### src/rtl/core/icfmix_pkg.sv
package icfmix_pkg;

    // Video levels and the full-scale contribution factor.
    localparam logic [7:0] BLACK_LEVEL = 8'd16;
    localparam logic [7:0] CHAN_MAX    = 8'd255;
    localparam int unsigned ICF_FULL   = 63;

    // Division by ICF_FULL: floor(m / 63) == (m * RECIP_MUL) >> RECIP_SHIFT for m < 2^14.
    localparam int unsigned RECIP_SHIFT = 20;
    localparam logic [14:0] RECIP_MUL   = 15'(((1 << RECIP_SHIFT) + ICF_FULL - 1) / ICF_FULL);

    // Field widths of one request and one result.
    localparam int unsigned PIXEL_W    = 32;
    localparam int unsigned RGB_W      = 24;
    localparam int unsigned ICF_W      = 6;
    localparam int unsigned IN_BITS    = 2 * PIXEL_W + 2 * ICF_W + RGB_W;
    localparam int unsigned IN_TDATA_W = ((IN_BITS + 7) / 8) * 8;
    localparam int unsigned OUT_TDATA_W = ((RGB_W + 7) / 8) * 8;

    // One input request, already unpacked.
    typedef struct packed {
        logic [RGB_W-1:0]   backdrop_rgb;
        logic [ICF_W-1:0]   back_icf;
        logic [ICF_W-1:0]   front_icf;
        logic [PIXEL_W-1:0] back_pixel;
        logic [PIXEL_W-1:0] front_pixel;
    } pix_req_t;

    // Scale one channel: (c - 16) * icf / 63 + 16, quotient truncated toward zero.
    function automatic logic [7:0] scale_chan(input logic [7:0] c, input logic [ICF_W-1:0] icf);
        logic signed [8:0]  d;
        logic signed [15:0] p;
        logic               neg;
        logic [15:0]        p_abs;
        logic [13:0]        m;
        logic [28:0]        prod;
        logic [8:0]         q;
        logic [8:0]         s;
        d     = $signed({1'b0, c}) - $signed({1'b0, BLACK_LEVEL});
        p     = 16'(d) * $signed({10'd0, icf});
        neg   = p[15];
        p_abs = neg ? 16'(-p) : 16'(p);
        m     = p_abs[13:0];
        // Shift-and-add form of the reciprocal multiply.
        prod  = ({15'd0, m} << 14) + ({15'd0, m} << 8) + ({15'd0, m} << 2) + {15'd0, m};
        q     = prod[28:RECIP_SHIFT];
        s     = neg ? ({1'b0, BLACK_LEVEL} - q) : ({1'b0, BLACK_LEVEL} + q);
        return s[7:0];
    endfunction

    // Add two scaled channels less the black level, clamped to 0..255.
    function automatic logic [7:0] mix_chan(input logic [7:0] f, input logic [7:0] b);
        logic signed [10:0] v;
        logic [7:0]         r;
        v = $signed({3'd0, f}) + $signed({3'd0, b}) - $signed({3'd0, BLACK_LEVEL});
        if (v < 0)
        begin
            r = 8'd0;
        end
        else if (v > $signed({3'd0, CHAN_MAX}))
        begin
            r = CHAN_MAX;
        end
        else
        begin
            r = v[7:0];
        end
        return r;
    endfunction

endpackage

### src/rtl/core/icf_plane_overlay_mix_top.sv
// Plane overlay and mix with per-plane contribution factor scaling.
//
// Input stream (s_axis_*): one request per pixel carrying the front and back
// plane pixels, a contribution factor for each plane and the backdrop color.
// Output stream (m_axis_*): one opaque RGB screen pixel per request, in order.
// Configuration: cfg_wr_en writes cfg_wr_data into the mix enable register;
// write it only while no request is in flight.
//
// The block is a two-register pipeline: an input register, then the scaling
// and selection logic, then the result register. A request accepted into the
// input register moves on to the result register, which drives m_axis_tvalid,
// when that register is empty or being read. Throughput is one pixel per clock
// as long as the receiver takes results.
//
// Reset clears both pipeline valid flags and selects overlay mode. When the
// receiver stalls, the result register holds its pixel, and the input
// register keeps one more request, after which s_axis_tready drops.
module icf_plane_overlay_mix_top
(
    input  logic                                  clk,
    input  logic                                  rst_n,
    // Input stream.
    input  logic                                  s_axis_tvalid,
    output logic                                  s_axis_tready,
    // tdata, lowest bit up: front_pixel[31:0], back_pixel[31:0], front_icf[5:0],
    // back_icf[5:0], backdrop_rgb[23:0], zero pad[3:0].
    input  logic [icfmix_pkg::IN_TDATA_W-1:0]     s_axis_tdata,
    // Output stream.
    output logic                                  m_axis_tvalid,
    input  logic                                  m_axis_tready,
    // tdata, lowest bit up: screen_rgb[23:0].
    output logic [icfmix_pkg::OUT_TDATA_W-1:0]    m_axis_tdata,
    // Configuration.
    input  logic                                  cfg_wr_en,
    input  logic                                  cfg_wr_data
);

    logic                                  mix_enable_reg;
    logic                                  in_valid_reg;
    icfmix_pkg::pix_req_t                  in_data_reg;
    logic                                  out_valid_reg;
    logic [icfmix_pkg::RGB_W-1:0]          out_rgb_reg;
    logic [icfmix_pkg::RGB_W-1:0]          out_rgb_next;
    logic                                  advance;
    logic                                  front_vis;
    logic                                  back_vis;
    logic [icfmix_pkg::RGB_W-1:0]          front_scaled;
    logic [icfmix_pkg::RGB_W-1:0]          back_scaled;
    logic [icfmix_pkg::RGB_W-1:0]          mixed;

    // Pipeline flow control.
    assign advance       = !out_valid_reg || m_axis_tready;
    assign s_axis_tready = !in_valid_reg || advance;

    // Mix enable register.
    always_ff @(posedge clk or negedge rst_n)
    begin
        if (!rst_n)
        begin
            mix_enable_reg <= 1'b0;
        end
        else if (cfg_wr_en)
        begin
            mix_enable_reg <= cfg_wr_data;
        end
    end

    // Input register stage.
    always_ff @(posedge clk or negedge rst_n)
    begin
        if (!rst_n)
        begin
            in_valid_reg <= 1'b0;
        end
        else if (s_axis_tready)
        begin
            in_valid_reg <= s_axis_tvalid;
        end
    end

    always_ff @(posedge clk)
    begin
        if (s_axis_tready && s_axis_tvalid)
        begin
            in_data_reg <= icfmix_pkg::pix_req_t'(s_axis_tdata[icfmix_pkg::IN_BITS-1:0]);
        end
    end

    // Visibility from the alpha bytes.
    assign front_vis = |in_data_reg.front_pixel[31:24];
    assign back_vis  = |in_data_reg.back_pixel[31:24];

    // Per-channel scaling and mixing.
    genvar ch;
    generate
        for (ch = 0; ch < 3; ch++)
        begin : g_chan
            assign front_scaled[ch*8 +: 8] =
                icfmix_pkg::scale_chan(in_data_reg.front_pixel[ch*8 +: 8], in_data_reg.front_icf);
            assign back_scaled[ch*8 +: 8] =
                icfmix_pkg::scale_chan(in_data_reg.back_pixel[ch*8 +: 8], in_data_reg.back_icf);
            assign mixed[ch*8 +: 8] =
                icfmix_pkg::mix_chan(front_scaled[ch*8 +: 8], back_scaled[ch*8 +: 8]);
        end
    endgenerate

    // Plane selection.
    always_comb
    begin
        if (mix_enable_reg && front_vis && back_vis)
        begin
            out_rgb_next = mixed;
        end
        else if (front_vis)
        begin
            out_rgb_next = front_scaled;
        end
        else if (back_vis)
        begin
            out_rgb_next = back_scaled;
        end
        else
        begin
            out_rgb_next = in_data_reg.backdrop_rgb;
        end
    end

    // Result register stage.
    always_ff @(posedge clk or negedge rst_n)
    begin
        if (!rst_n)
        begin
            out_valid_reg <= 1'b0;
        end
        else if (advance)
        begin
            out_valid_reg <= in_valid_reg;
        end
    end

    always_ff @(posedge clk)
    begin
        if (advance && in_valid_reg)
        begin
            out_rgb_reg <= out_rgb_next;
        end
    end

    assign m_axis_tvalid = out_valid_reg;
    assign m_axis_tdata  = {{(icfmix_pkg::OUT_TDATA_W - icfmix_pkg::RGB_W){1'b0}}, out_rgb_reg};

    // The input side only blocks when both stages are full and the receiver stalls.
    a_ready_only_when_full: assert property (@(posedge clk) disable iff (!rst_n)
        !s_axis_tready |-> (in_valid_reg && out_valid_reg && !m_axis_tready))
        else $error("input stalled while the pipeline has room");

    // A held request in the input register is not lost or changed.
    a_in_hold: assert property (@(posedge clk) disable iff (!rst_n)
        (in_valid_reg && !advance) |=> (in_valid_reg && $stable(in_data_reg)))
        else $error("input register changed while stalled");

    // A request in the input register moves to the result register when it advances.
    a_in_to_out: assert property (@(posedge clk) disable iff (!rst_n)
        (in_valid_reg && advance) |=> out_valid_reg)
        else $error("request dropped between stages");

    // An accepted request always lands in the input register.
    a_accept_lands: assert property (@(posedge clk) disable iff (!rst_n)
        (s_axis_tvalid && s_axis_tready) |=> in_valid_reg)
        else $error("accepted request not captured");

endmodule
### config.mk
export PLATFORM = sky130hd
export DESIGN_NAME = icf_plane_overlay_mix_top
export DESIGN_NICKNAME = d
export VERILOG_FILES = /design/src/rtl/core/icfmix_pkg.sv /design/src/rtl/core/icf_plane_overlay_mix_top.sv
export SDC_FILE = /design/constraint.sdc
export NUM_CORES = 1
export LEC_CHECK = 0
export ABC_AREA = 1
export BUFFER_PORTS_ARGS = -buffer_cell sky130_fd_sc_hd__clkbuf_2
export CORE_MARGIN = 5
export CORE_UTILIZATION = 30
export CTS_CLUSTER_DIAMETER = 100
export DETAILED_ROUTE_END_ITERATION = 10
export GPL_ROUTABILITY_DRIVEN = 0
export RECOVER_POWER = 50
export SLEW_MARGIN = 25
export SYNTH_ARGS = -nofsm -noshare
export SYNTH_HDL_FRONTEND = slang
export SYNTH_SLANG_ARGS = --single-unit
export TNS_END_PERCENT = 10
### constraint.sdc
create_clock -name clk -period 26.5 [get_ports clk]
set_input_delay 2.65 -clock clk [delete_from_list [all_inputs] [get_ports clk]]
set_output_delay 2.65 -clock clk [all_outputs]
set_load 0.02 [all_outputs]
==> results.json <==
{
  "initial_core_util": 0.303,
  "antenna_found_initial": 4,
  "worst-endpoint-required_ps": 26800,
  "dr_total_vias": 26188,
  "clockRootBuffer": "clkbuf_16",
  "vias_per_cell": 4.62,
  "synth_sequential_area_ratio": 0.125,
  "drt_iter0_drc": 1489,
  "grt_setup_unrepaired": "no",
  "core_region_area_mm2": 0.100,
  "tritoncts": "yes",
  "async_flop_share": 0.0236,
  "clock_skews_ps": 22.0,
  "number_of_detailed_route_iterations_in_the_first_pass": 5,
  "timing.final.setup_violations": 0,
  "timing_worst_slew_pin_value_ps": 1810,
  "finish.net_count": 5140,
  "slew_headroom": -0.211,
  "critPathMostFrequentCell": "nand2_1",
  "synth_compound_area_frac": 0.0825,
  "synth.net_count": 5031,
  "final_min_period_over_clock_period": 0.436,
  "cts-hold-fix-buffers": 0,
  "die_h_um": 328,
  "synthSimpleGateAreaFrac": 0.247,
  "synthToLayoutAreaGrowth_pct": 9.17,
  "synth_cell_type_count": 59,
  "layout.cells.most_common": "nand2_1",
  "die-area_mm2": 0.108,
  "number_of_global_route_vias_before_repair": 25832,
  "finalWorstPathRequiredPeriod_ps": 11540,
  "cp_slowest_cell": "edfxtp_1",
  "ctsHtreeMaxLevel": 4,
  "numPortBuffers": 131,
  "synth_top_family_by_area": "adder cells",
  "width_of_the_die_um": 328,
  "cts_bufs_inserted": 17,
  "hold-path-cell-count": 2,
  "post_synth_instance_area_mm2": 0.0304,
  "timing.critical_path.slowest_cell_delay_ps": 820,
  "synthMuxAreaShare": 0,
  "insertion_delay_ps": 490,
  "fmax_mhz": 86.6,
  "core.rowCount": 116,
  "crit_path_end_kind": "register",
  "worst-r2r-cell-count": 49,
  "largest_register_ffs": 100,
  "critical_path.startpoint_type": "register",
  "layout.cells.most_common_list": "985 x nand2_1, 872 x inv_1, 451 x ha_1",
  "post_cts_resize_count": 0,
  "drtAntennaViolNets": 0,
  "timing_max_transition_violations_final": 40,
  "synth.yosys.warnings": 0,
  "cts_max_path_buffers": 2,
  "fillCellCount": 10881,
  "syn_area_per_cell_um2": 7.27,
  "xor_xnor_fraction_of_synth_area": 0.0539,
  "global_route.usage.total": 0.144,
  "grt_pass1_wl_um": 129000,
  "cts.sink_count": 127,
  "grt-ovfl-total": 0,
  "dpl.hpwl_um": 65400,
  "endpoints_failing_hold": 0,
  "fraction_of_the_mapped_netlist_area_in_adder_cells": 0.373,
  "hold_class": "register to register",
  "violations": "max-capacitance violations, max-slew violations",
  "criticalPathCategory": "register to register",
  "synth-edff-count": 124,
  "status": "finished, violations left",
  "totalNegativeSetupSlack_ps": 0,
  "postSynth.topFlopCell": "edfxtp_1",
  "design.portCount": 136,
  "postSynthRegisterBits": 127,
  "syn_inst_count": 4185,
  "post_cts.repair.setup_buffers": 0,
  "clk_pin_slew_worst_paths_ps": 70,
  "max_cap_viol_count": 1,
  "routed_wire_length_per_instance_um": 13.6,
  "arrival_ps": 11840,
  "drive_above_1_share": 0.0669,
  "grt_max_degree": 63,
  "drc": 0,
  "timing.critical_path.fanout_max": 16,
  "routed_wirelength_um": 77000
}
-- Yosys cell counts, drive strengths merged (7+ instances only) --
master,count,area share
a31oi,23,0.0047
clkbuf,36,0.0044
o21ai,137,0.023
o21bai,13,0.0032
fa,285,0.19
nand2,1027,0.13
nor3,25,0.0049
nor4,22,0.0045
inv,896,0.11
a21oi,192,0.032
nand3b,12,0.0030
nand3,238,0.041
or2,13,0.0028
xor2,112,0.036
o31ai,7,0.0022
o21a,8,0.0020
buf,14,0.0030
and2,13,0.0028
a21o,25,0.0062
xnor2,60,0.018
nor2,366,0.046
ha,451,0.19
nand4,48,0.010
edfxtp,124,0.12
-- final timing paths --
check,endpoint,slack [ps],start
min in group asynchronous,m_axis_tvalid$_DFFE_PN0P_,1970,rst_n
worst max register to register,m_axis_tdata[15]$_DFFE_PP_,14960,in_data_reg[72]$_DFFE_PP_
worst max-delay path,m_axis_tdata[15]$_DFFE_PP_,14960,in_data_reg[72]$_DFFE_PP_
max in group asynchronous,mix_enable_reg$_DFFE_PN0P_,24350,rst_n
worst min-delay path,m_axis_tvalid$_DFFE_PN0P_,470,in_valid_reg$_DFFE_PN0N_
worst min register to register,m_axis_tvalid$_DFFE_PN0P_,470,in_valid_reg$_DFFE_PN0N_
-- final cells by class --
type                    count  area (um2)  share of cell area
well taps                1357        1700              0.0511
repair buffers            140         702              0.0211
diodes                      2        5.00            0.000151
inverters                 898        3370               0.102
clock buffers              18         429              0.0129
flip-flops and latches    127        3800               0.114
multi-input cells        3110       23000               0.693
clock inverters            14         181             0.00546
-- through the flow --
| step | setup slack [ps] | std cells | utilization | area (um2) | hold WS (ps) |
|---|---|---|---|---|---|
| after CTS | 14950 | 5663 | 0.331 | 33200 | 509 |
| after global placement | 15080 | 5631 | 0.325 | 32600 | 490 |
| after floorplan | 17000 | 4185 | - | 30400 | 447 |
| after detailed placement | 15000 | 5631 | 0.325 | 32600 | 501 |
| final | 14960 | 5666 | 0.331 | 33200 | 472 |
| after global routing | 13980 | 5664 | 0.331 | 33200 | 516 |
-- per-layer routing --
layer,GRT usage,wire length [um],vias to the layer above
li1,-,-,13402
met1,0.199,37200,12300
met2,0.237,34600,434
met3,0.0242,3810,52
met4,0.0337,1330,0
met5,0,0,-
-- worst max-delay path: cells and delay by family, from the launching register on --
kind / cells / cell delay (ps)
buffers and inverters: 9 / 1310
adder cells (fa/ha/maj): 10 / 4030
XOR/XNOR: 3 / 1170
flip-flops: 1 / 820
AND/OR/NAND/NOR: 21 / 2980
AO/OA/AOI/OAI: 6 / 1000
-- cell families (layout without fill, tap and decap cells) --
kind of cell             count (synthesis)  in the layout
buffers and inverters                  948           1070
AND/OR/NAND/NOR                       1765           1765
XOR/XNOR                               172            172
flip-flops                             127            127
AO/OA/AOI/OAI                          437            437
other                                    0              2
adder cells (fa/ha/maj)                736            736
Power is left out: the tool's default activity adds up to more than one toggle a clock period on the data nets, which glitch-free logic cannot reach.
